[src/lskv_pkg.sv]
package lskv_pkg;

  typedef enum logic [1:0] {
    FUNC_FIND   = 2'd0,
    FUNC_INSERT = 2'd1,
    FUNC_DELETE = 2'd2
  } func_t;

  typedef enum logic [1:0] {
    RES_OK        = 2'd0,
    RES_NOT_FOUND = 2'd1,
    RES_DUPLICATE = 2'd2,
    RES_FULL      = 2'd3
  } res_t;

  typedef enum logic [2:0] {
    ST_IDLE,
    ST_SCAN,
    ST_DECIDE,
    ST_MOVE_RD,
    ST_MOVE_WR,
    ST_RESULT
  } state_t;

  localparam int unsigned FUNC_BITS   = 2;
  localparam int unsigned STATUS_BITS = 2;
  localparam int unsigned COUNT_BITS  = 32;

  // controller to datapath
  typedef struct packed {
    logic start;
    logic scan;
    logic count_cmp;
    logic capture_hit;
    logic capture_miss;
    logic ins_write;
    logic del_read;
    logic del_write;
    logic set_status;
    res_t status;
    logic load_out;
  } lskv_cmd_t;

  // datapath to controller
  typedef struct packed {
    logic [FUNC_BITS-1:0] func;
    logic match;
    logic miss;
    logic found;
    logic full;
    logic out_busy;
  } lskv_stat_t;

endpackage

[src/linear_scan_key_value_table_top.sv]
// Unsorted key/value table with find, insert and delete. Every operation scans the
// filled entries from index 0, one key compare per cycle through the single read port
// of the key memory, and stops at the first match, so it compares at most the filled
// count of entries. A delete that hits then reads the last entry and moves it into the
// freed slot. One operation is in flight at a time; its result sits in an output
// register so the next operation can be accepted while it waits. access_count counts
// every compared entry plus one per completed insert or delete, and wraps at 32 bits.
// No clearing pass is needed after reset.
module linear_scan_key_value_table_top
  import lskv_pkg::*;
#(
  parameter int unsigned CAPACITY   = 64,
  parameter int unsigned KEY_BITS   = 32,
  parameter int unsigned VALUE_BITS = 32,
  localparam int unsigned POS_BITS  = $clog2(CAPACITY + 1),
  localparam int unsigned S_BITS    = ((FUNC_BITS + KEY_BITS + VALUE_BITS + 7) / 8) * 8,
  localparam int unsigned M_BITS    = ((STATUS_BITS + POS_BITS + COUNT_BITS + 7) / 8) * 8
) (
  input  logic              clk,
  input  logic              rst,
  input  logic              s_tvalid,
  output logic              s_tready,
  input  logic [S_BITS-1:0] s_tdata,   // func, key, value
  output logic              m_tvalid,
  input  logic              m_tready,
  output logic [M_BITS-1:0] m_tdata    // status, position, access_count
);

  localparam int unsigned M_USED = STATUS_BITS + POS_BITS + COUNT_BITS;

  lskv_cmd_t               cmd;
  lskv_stat_t              stat;
  logic [STATUS_BITS-1:0]  out_status;
  logic [POS_BITS-1:0]     out_position;
  logic [COUNT_BITS-1:0]   out_count;

  lskv_ctrl u_ctrl (
    .clk      (clk),
    .rst      (rst),
    .in_valid (s_tvalid),
    .in_ready (s_tready),
    .stat     (stat),
    .cmd      (cmd)
  );

  lskv_datapath #(
    .CAPACITY   (CAPACITY),
    .KEY_BITS   (KEY_BITS),
    .VALUE_BITS (VALUE_BITS)
  ) u_datapath (
    .clk          (clk),
    .rst          (rst),
    .cmd          (cmd),
    .stat         (stat),
    .in_func      (s_tdata[FUNC_BITS-1:0]),
    .in_key       (s_tdata[FUNC_BITS +: KEY_BITS]),
    .in_value     (s_tdata[FUNC_BITS+KEY_BITS +: VALUE_BITS]),
    .out_valid    (m_tvalid),
    .out_ready    (m_tready),
    .out_status   (out_status),
    .out_position (out_position),
    .out_count    (out_count)
  );

  assign m_tdata = {{(M_BITS - M_USED){1'b0}}, out_count, out_position, out_status};

endmodule

[src/lskv_ctrl.sv]
module lskv_ctrl
  import lskv_pkg::*;
(
  input  logic       clk,
  input  logic       rst,
  input  logic       in_valid,
  output logic       in_ready,
  input  lskv_stat_t stat,
  output lskv_cmd_t  cmd
);

  state_t state, state_next;

  always_ff @(posedge clk) begin
    if (rst) begin
      state <= ST_IDLE;
    end else begin
      state <= state_next;
    end
  end

  always_comb begin
    state_next = state;
    case (state)
      ST_IDLE: begin
        if (in_valid) state_next = ST_SCAN;
      end
      ST_SCAN: begin
        if (stat.match || stat.miss) state_next = ST_DECIDE;
      end
      ST_DECIDE: begin
        if (stat.func == FUNC_DELETE && stat.found) state_next = ST_MOVE_RD;
        else state_next = ST_RESULT;
      end
      ST_MOVE_RD: state_next = ST_MOVE_WR;
      ST_MOVE_WR: state_next = ST_RESULT;
      ST_RESULT: begin
        if (!stat.out_busy) state_next = ST_IDLE;
      end
      default: state_next = ST_IDLE;
    endcase
  end

  always_comb begin
    cmd          = '0;
    cmd.status   = RES_OK;
    in_ready     = 1'b0;
    case (state)
      ST_IDLE: begin
        in_ready  = 1'b1;
        cmd.start = in_valid;
      end
      ST_SCAN: begin
        cmd.scan      = 1'b1;
        cmd.count_cmp = 1'b1;
        // first match wins over the end-of-scan miss
        if (stat.match) cmd.capture_hit = 1'b1;
        else if (stat.miss) cmd.capture_miss = 1'b1;
      end
      ST_DECIDE: begin
        cmd.set_status = 1'b1;
        case (stat.func)
          FUNC_INSERT: begin
            if (stat.found) begin
              cmd.status = RES_DUPLICATE;
            end else if (stat.full) begin
              cmd.status = RES_FULL;
            end else begin
              cmd.status    = RES_OK;
              cmd.ins_write = 1'b1;
            end
          end
          FUNC_DELETE: begin
            cmd.status = stat.found ? RES_OK : RES_NOT_FOUND;
          end
          default: begin
            cmd.status = stat.found ? RES_OK : RES_NOT_FOUND;
          end
        endcase
      end
      ST_MOVE_RD: cmd.del_read = 1'b1;
      ST_MOVE_WR: cmd.del_write = 1'b1;
      ST_RESULT: cmd.load_out = !stat.out_busy;
      default: ;
    endcase
  end

endmodule

[src/lskv_datapath.sv]
module lskv_datapath
  import lskv_pkg::*;
#(
  parameter int unsigned CAPACITY   = 64,
  parameter int unsigned KEY_BITS   = 32,
  parameter int unsigned VALUE_BITS = 32,
  localparam int unsigned POS_BITS  = $clog2(CAPACITY + 1),
  localparam int unsigned IDX_BITS  = $clog2(CAPACITY)
) (
  input  logic                   clk,
  input  logic                   rst,
  input  lskv_cmd_t              cmd,
  output lskv_stat_t             stat,
  input  logic [FUNC_BITS-1:0]   in_func,
  input  logic [KEY_BITS-1:0]    in_key,
  input  logic [VALUE_BITS-1:0]  in_value,
  output logic                   out_valid,
  input  logic                   out_ready,
  output logic [STATUS_BITS-1:0] out_status,
  output logic [POS_BITS-1:0]    out_position,
  output logic [COUNT_BITS-1:0]  out_count
);

  logic [KEY_BITS-1:0]    key_mem [CAPACITY];
  logic [VALUE_BITS-1:0]  val_mem [CAPACITY];

  logic [FUNC_BITS-1:0]   func;
  logic [KEY_BITS-1:0]    key;
  logic [VALUE_BITS-1:0]  value;
  logic [POS_BITS-1:0]    scan_idx;
  logic [POS_BITS-1:0]    cmp_idx;
  logic                   cmp_valid;
  logic [POS_BITS-1:0]    filled;
  logic [COUNT_BITS-1:0]  acc;
  logic                   found;
  logic [POS_BITS-1:0]    pos;
  logic [STATUS_BITS-1:0] res_status;
  logic [KEY_BITS-1:0]    rkey;
  logic [VALUE_BITS-1:0]  rvalue;

  logic [POS_BITS-1:0]    filled_m1;
  logic [IDX_BITS-1:0]    raddr;
  logic [IDX_BITS-1:0]    waddr;
  logic                   we;
  logic [KEY_BITS-1:0]    wkey;
  logic [VALUE_BITS-1:0]  wvalue;
  logic                   match;

  assign filled_m1 = filled - POS_BITS'(1);
  assign raddr     = cmd.del_read ? filled_m1[IDX_BITS-1:0] : scan_idx[IDX_BITS-1:0];
  assign we        = cmd.ins_write || cmd.del_write;
  assign waddr     = cmd.ins_write ? filled[IDX_BITS-1:0] : pos[IDX_BITS-1:0];
  assign wkey      = cmd.ins_write ? key : rkey;
  assign wvalue    = cmd.ins_write ? value : rvalue;
  assign match     = cmp_valid && (rkey == key);

  assign stat.func     = func;
  assign stat.match    = match;
  assign stat.miss     = (filled == '0) || (cmp_valid && cmp_idx == filled_m1 && !match);
  assign stat.found    = found;
  assign stat.full     = (filled == POS_BITS'(CAPACITY));
  assign stat.out_busy = out_valid && !out_ready;

  // single read port shared by the scan and the delete move
  always_ff @(posedge clk) begin
    if (we) begin
      key_mem[waddr] <= wkey;
      val_mem[waddr] <= wvalue;
    end
    rkey   <= key_mem[raddr];
    rvalue <= val_mem[raddr];
  end

  always_ff @(posedge clk) begin
    if (cmd.start) begin
      func  <= in_func;
      key   <= in_key;
      value <= in_value;
    end
    if (cmd.start) begin
      scan_idx <= '0;
    end else if (cmd.scan && scan_idx < filled) begin
      scan_idx <= scan_idx + POS_BITS'(1);
      cmp_idx  <= scan_idx;
    end
    if (cmd.capture_hit) begin
      found <= 1'b1;
      pos   <= cmp_idx;
    end else if (cmd.capture_miss) begin
      found <= 1'b0;
      pos   <= filled;
    end
    if (cmd.set_status) res_status <= cmd.status;
    if (cmd.load_out) begin
      out_status   <= res_status;
      out_position <= pos;
      out_count    <= acc;
    end
  end

  always_ff @(posedge clk) begin
    if (rst) begin
      cmp_valid <= 1'b0;
      filled    <= '0;
      acc       <= '0;
      out_valid <= 1'b0;
    end else begin
      cmp_valid <= cmd.scan && !cmd.start && (scan_idx < filled);
      if (cmd.ins_write) filled <= filled + POS_BITS'(1);
      else if (cmd.del_write) filled <= filled_m1;
      if ((cmd.count_cmp && cmp_valid) || we) acc <= acc + COUNT_BITS'(1);
      if (cmd.load_out) out_valid <= 1'b1;
      else if (out_ready) out_valid <= 1'b0;
    end
  end

endmodule

[config.mk]
export PLATFORM = sky130hd
export DESIGN_NAME = linear_scan_key_value_table_top
export DESIGN_NICKNAME = d
export VERILOG_FILES = /design/src/lskv_pkg.sv /design/src/linear_scan_key_value_table_top.sv /design/src/lskv_ctrl.sv /design/src/lskv_datapath.sv
export SDC_FILE = /design/constraint.sdc
export NUM_CORES = 2
export LEC_CHECK = 0
export ABC_AREA = 1
export BUFFER_PORTS_ARGS = -buffer_cell sky130_fd_sc_hd__buf_2
export CORE_MARGIN = 8
export CORE_UTILIZATION = 55
export CTS_BUF_LIST = sky130_fd_sc_hd__clkbuf_8
export CTS_CLUSTER_SIZE = 16
export DETAILED_ROUTE_END_ITERATION = 10
export HOLD_SLACK_MARGIN = 0.03
export PLACE_DENSITY = 0.74
export RECOVER_POWER = 100
export SYNTH_ARGS = -nofsm -noshare
export SYNTH_HDL_FRONTEND = slang
export SYNTH_SLANG_ARGS = --single-unit
[constraint.sdc]
create_clock -name clk -period 15.55 [get_ports clk]
set_clock_uncertainty 0.15 [all_clocks]
set_input_delay 1.555 -clock clk [delete_from_list [all_inputs] [get_ports clk]]
set_output_delay 1.555 -clock clk [all_outputs]
set_load 0.02 [all_outputs]
======== Yosys cells after proc, flatten, opt, wreduce, memory -nomap -nowiden ========
Memories as Yosys holds them, arrays and structs flattened. A register that Yosys moved wholly into a read port is not among the register bits.
Index checks and enable logic that the tools add are counted.
cells by class
  add/sub/neg operators ................... 4
  muxes and demuxes ....................... 34
  bitwise gates (word level) .............. 1
  equal/unequal tests ..................... 13
  reduce and logical (&&, ||, !) cells .... 24
  order comparisons ....................... 1
operator list
  operator                                                                number
  32-bit by 1-bit adder with 32-bit output (second input constant)        1
  32-bit equality test                                                    1
  32-bit 2-to-1 mux                                                       1
  7-bit 2-to-1 mux                                                        4
  3-bit case mux with 6 select lines                                      1
  1-bit 2-to-1 mux                                                        17
  3-bit 2-to-1 mux                                                        5
  7-bit by 1-bit adder with 7-bit output (second input constant)          2
  6-bit 2-to-1 mux                                                        2
  1-bit logical AND                                                       9
  7-bit equality test                                                     1
  7-bit equality test (second input constant)                             1
  7-bit logical NOT                                                       1
  7-bit < comparator                                                      1
  7-bit by 1-bit subtractor with 7-bit output (second input constant)     1
  3-bit by 2-bit equality test with 1-bit output (second input constant)  2
  3-bit equality test (second input constant)                             2
  2-bit 2-to-1 mux                                                        3
  2-bit nonzero test                                                      3
  1-bit logical NOT                                                       4
  1-bit logical OR                                                        4
  4-bit 2-to-1 mux                                                        1
  2-bit inequality test (second input constant)                           2
  3-bit by 1-bit equality test with 1-bit output (second input constant)  1
  other kinds (7)                                                         7
storage, ports and cells
  register bits ........................... 143
  memory bits (writable) .................. 2048
  output and inout bits ................... 50
  memories kept ........................... 1
memories
  name                depth  width  rd ports  clocked after memory_dff  wr ports  RTL line             text
  u_datapath.key_mem  64     32     1         1                         1         lskv_datapath.sv:24  logic [KEY_BITS-1:0] key_mem [CAPACITY];

======== Depth between registers and ports, before layout ========
  depth after elaboration ................. 10
  depth in mapped cells ................... 16
  gate-level depth less buffers ........... 15

======== Cells and area by module ========
A second synthesis with hierarchy kept.
unflattened totals
  cell total of the unflattened synthesis .. 9569
  area, all modules ....................... 97547.3 um2
by module, submodules not included
  module                           cells an instance  instances  area each (um2)
  lskv_datapath                    9504               1          97194.5
  lskv_ctrl                        57                 1          296.5
  linear_scan_key_value_table_top  8                  1          56.3

======== Worst setup path after synthesis ========
No wires, ideal clock.
  path type ............................... flip-flop to flip-flop
  start ................................... reg u_datapath.filled[0]
  end ..................................... mem u_datapath.key_mem[0][0], data pin
  stages on the path, launching flop included .. 11
  slack ................................... 10.329 ns
  library setup time ...................... 0.702 ns
  buffers on the path ..................... 4
  arrival ................................. 4.369 ns
  cell sequence ........................... dfxtp_1 -> buf_2 -> clkinv_1 -> ha_1 -> nor3b_2 -> a21oi_2 -> nand2_1 -> buf_6 -> clkbuf_1 -> clkbuf_1 -> o21ai_0
between the ends
  word-level cells in the longest chain between the ends .. 6
ends and longest elaborated chain
  element                 RTL line              text
  from (decl)             lskv_datapath.sv:33   logic [POS_BITS-1:0] filled;
  from (signal assigned)  lskv_datapath.sv:109  if (cmd.ins_write) filled <= filled + POS_BITS'(1);
  from (signal assigned)  lskv_datapath.sv:110  else if (cmd.del_write) filled <= filled_m1;
  7-bit equality test     lskv_datapath.sv:61   assign stat.full = (filled == POS_BITS'(CAPACITY));
  1-bit 2-to-1 mux        lskv_ctrl.sv:66       end else if (stat.full) begin
  1-bit 2-to-1 mux        lskv_ctrl.sv:64       if (stat.found) begin
  1-bit 2-to-1 mux        lskv_ctrl.sv:62       case (stat.func)
  1-bit 2-to-1 mux        lskv_ctrl.sv:48       case (state)
  32-bit 2-to-1 mux       lskv_datapath.sv:53   assign wkey = cmd.ins_write ? key : rkey;
  net u_datapath.wkey[0]  lskv_datapath.sv:45   logic [KEY_BITS-1:0] wkey;
  to (decl)               lskv_datapath.sv:24
The timed path passes the listed nets, and every way through them passes these cells.

======== Final worst setup path ========
  start ................................... reg u_ctrl.state[2]
  end ..................................... reg u_datapath.rkey[15], read port of u_datapath.key_mem
between the ends
  word-level cells in the longest chain between the ends .. 3
ends and longest elaborated chain
  element                                         RTL line             text
  from (decl)                                     lskv_ctrl.sv:12      state_t state, state_next;
  from (signal assigned)                          lskv_ctrl.sv:18      state <= state_next;
  3-bit by 2-bit equality test with 1-bit output  lskv_ctrl.sv:48
  1-bit 2-to-1 mux                                lskv_ctrl.sv:48
  6-bit 2-to-1 mux                                lskv_datapath.sv:50  assign raddr = cmd.del_read ? filled_m1[IDX_BITS-1:0] : scan_idx[IDX_BITS-1:0];
  to (decl)                                       lskv_datapath.sv:38  logic [KEY_BITS-1:0] rkey;
Every way passes these cells.
A chain may end at the register's enable or synchronous reset.

==> flow_summary_export.csv <==
group,metric,value,unit
outcome,status,"finished with violations",
outcome,violations,"max-capacitance violations, max-slew violations",
power,peakVddDrop,0.195,mV
setup_path,worst_setup_path_start_kind,"register",
setup_path,crit_fanout,175,
synthesis,synth.top_cell.area_share,67.4,%
setup_path,rrSetupSlack,5.45,ns
timing,finalSetupViolCount,0,
power,power_leakage,40.2,nW
grt,grt_pass1_wl,384000,µm
place,dp_hpwl,132000,µm
drt,first_pass_iters,8,
synthesis,syn_inst,8634,
synthesis,synth_top_cell_by_area,"edfxtp_1",
die,io_pins,126,
place,port_buffers,80,
timing,drv_slew,4543,
die,fp-row-count,152,
grt,grt_max_degree,221,
place,globalplace.congestion,0.896,
clocking,cts-buffers-inserted,363,
setup_path,required,16.34,ns
drt,via_per_inst,5.85,
finish,syn2layout_area_growth,9.29,%
drt,vias,66000,
timing,fin_tns_setup,0,ns
drt,wl,260000,µm
place,place_ws,9.61,ns
synthesis,synthTopCellsByCount,"2294 x nand2_1, 2139 x edfxtp_1, 1515 x nand3_1, 893 x inv_1, 515 x nand3b_1",
setup_path,timing.rr.end,"u_datapath.rkey[15]",
timing,fin_crit,10.10,ns
setup_path,arrival,10.89,ns
setup_path,path_class,"register to register",
power,power,0.0173,W
clocking,postCtsHoldBufs,0,
hold_path,holdCritPathClass,"register to register",
flow_run,drv_cap,110,
die,die_h,432,µm
timing,timing.final.crit_share,65.0,%
synthesis,synthDistinctLibCells,43,
synthesis,yosysMostFrequentCell,"nand2_1",
timing,relSlewSlack,-176,%
synthesis,synth_edf_count,2139,
timing,rsz0062_at_grt,"false",
clocking,cts-htree-levels,5,
synthesis,synthArstFlopShare,0,%
clocking,cts_root_buffer,"clkbuf_8",
grt,grt_usage,27.0,%
die,dieWidth,432,µm
synthesis,syn_area_per_cell,11.0,µm²
die,die_area,187000,µm²
timing,setup_slack,5.45,ns
grt,antenna_found_initial,6,
timing,hold_viol_final,0,
clocking,clock_sinks,2223,
timing,tightest_slew,4.14,ns
clocking,cts_buffer_depth,4,
clocking,clkTransAtPathRegs,0.06,ns
grt,first_global_vias,63200,
synthesis,yosysSeqAreaShare,69.2,%
drt,drt_iter0_markers,9372,
finish,drive_gt1_share,6.65,%
die,start_util,55.4,%
setup_path,reg2reg_from,"u_ctrl.state[2]",
clocking,cts_tree,"done",
drt,wire_per_inst,23.0,µm
clocking,insertion_delay,1.07,ns
timing,fmax,99.0,MHz
drt,drc,0,
setup_path,crit_path_end_kind,"register",
synthesis,ys_ff_latch,2223,
finish,nNetsFinal,8793,
clocking,cts_setup_buffers,0,
clocking,cts.repair.resized,0,
synthesis,yosys-top-cells-area,"edfxtp_1 67%, nand2_1 9.0%, nand3_1 8.0%, nand3b_1 4.1%, inv_1 3.5%",
hold_path,hold_path_depth,0,
power,pwr_density_cell,166,nW/µm²
drt,ant_nets,0,
setup_path,worst_r2r_path_depth,15,
synthesis,synth_area,95300,µm²
grt,grt-ovfl-total,0,
hold_path,hold_path_end,"u_datapath.out_status[0]",
synthesis,ys_warn_count,0,
die,fp.coreArea,172000,µm²
hold_path,hold_start,"u_datapath.res_status[0]",
synthesis,ys.flop_type,"edfxtp_1",
==> worst max path at each step <==
stage / to / start
4_1_cts: u_datapath.rkey[10] / u_ctrl.state[2]
5_1_grt: u_datapath.rkey[15] / u_ctrl.state[2]
3_3_place_gp: u_datapath.rkey[10] / u_ctrl.state[2]
3_5_place_dp: u_datapath.rkey[10] / u_ctrl.state[2]
2_1_floorplan: u_datapath.key_mem[0][0] / u_datapath.filled[0]
6_report: u_datapath.rkey[15] / u_ctrl.state[2]
==> report_power, final <==
part | internal (W) | leakage, nW | switching [W]
Sequential | 0.00766 | 19.9 | 0.0000829
Clock | 0.00234 | 3.74 | 0.00223
Combinational | 0.00116 | 16.5 | 0.00384
==> state kept, by name, indices dropped and copies added, names as in the netlist, 32 cells and up <==
name and flops:
u_datapath.acc 32, u_datapath.key 32, u_datapath.key_mem 2048, u_datapath.out_count 32
u_datapath.rkey 32
==> cell families after synthesis <==
logic type | synth area share, %
AND/OR/NAND/NOR | 22.2
flip-flops | 69.2
XOR/XNOR | 0.202
adder cells (fa/ha/maj) | 0.144
other | 0.00393
buffers and inverters | 6.04
AO/OA/AOI/OAI | 2.24
==> cell usage in the layout (no fill, tap or decap), types with 3 or more instances in the layout <==
cell / n
a21oi_1: 48
buf_12: 11
buf_2: 20
buf_4: 35
clkbuf_1: 163
clkbuf_8: 394
clkinv_1: 75
clkinv_2: 31
clkinvlp_4: 4
conb_1: 7
dfxtp_1: 84
edfxtp_1: 2139
ha_1: 11
inv_1: 1013
inv_2: 4
inv_8: 5
nand2_1: 2291
nand2_2: 3
nand3_1: 1515
nand3b_1: 515
nand4_1: 38
nand4_2: 4
nor2_1: 104
nor2_4: 48
nor3_1: 23
nor3b_1: 3
nor4_1: 7
o211ai_1: 68
o21a_1: 3
o21ai_0: 142
o21ai_1: 88
o21ai_2: 3
o21ai_4: 24
xnor2_1: 9
xor2_1: 13
==> layout make-up <==
cell class                 instances  area, µm²
fill                           13400      67700
sequential                      2223      65900
multi-input combinational       4984      24300
clock buffer                     394       5420
inverter                         905       3430
tap                             2310       2890
timing repair buffer             229       1190
clock inverter                   230        990
antenna                            1       2.50
==> metrics by stage <==
step	hold WS [ns]	area, µm²	cells	utilization (%)
after floorplan	0.250	95300	8640	-
after global placement	0.255	98500	10700	57.3
after detailed placement	0.256	98500	10700	57.3
after CTS	0.269	105000	11300	61.0
after global routing	0.275	104000	11300	60.6
final	0.269	104000	11300	60.6
==> metal layers <==
| layer | GRT usage [%] | wire length (µm) | vias up |
|---|---|---|---|
| li1 | - | - | 29700 |
| met1 | 35.6 | 97300 | 31600 |
| met2 | 42.9 | 120000 | 3909 |
| met3 | 6.32 | 30600 | 720 |
| met4 | 12.2 | 11800 | 0 |
| met5 | 0 | 0 | - |
==> critical path: stages, from the launching register on <==
cell	delay, ns
dfxtp_1	0.37
inv_1	0.16
nand3_4	0.21
nand2_8	0.54
nand2_8	0.53
buf_12	0.55
clkbuf_1	2.46
buf_4	0.88
clkbuf_1	2.74
nand2_1	0.26
nand3_1	0.27
nand3_1	0.12
nand3_1	0.15
nand3_1	0.10
nand3_1	0.14
nand2_1	0.06
No activity file was read; power rests on OpenSTA's default activity.
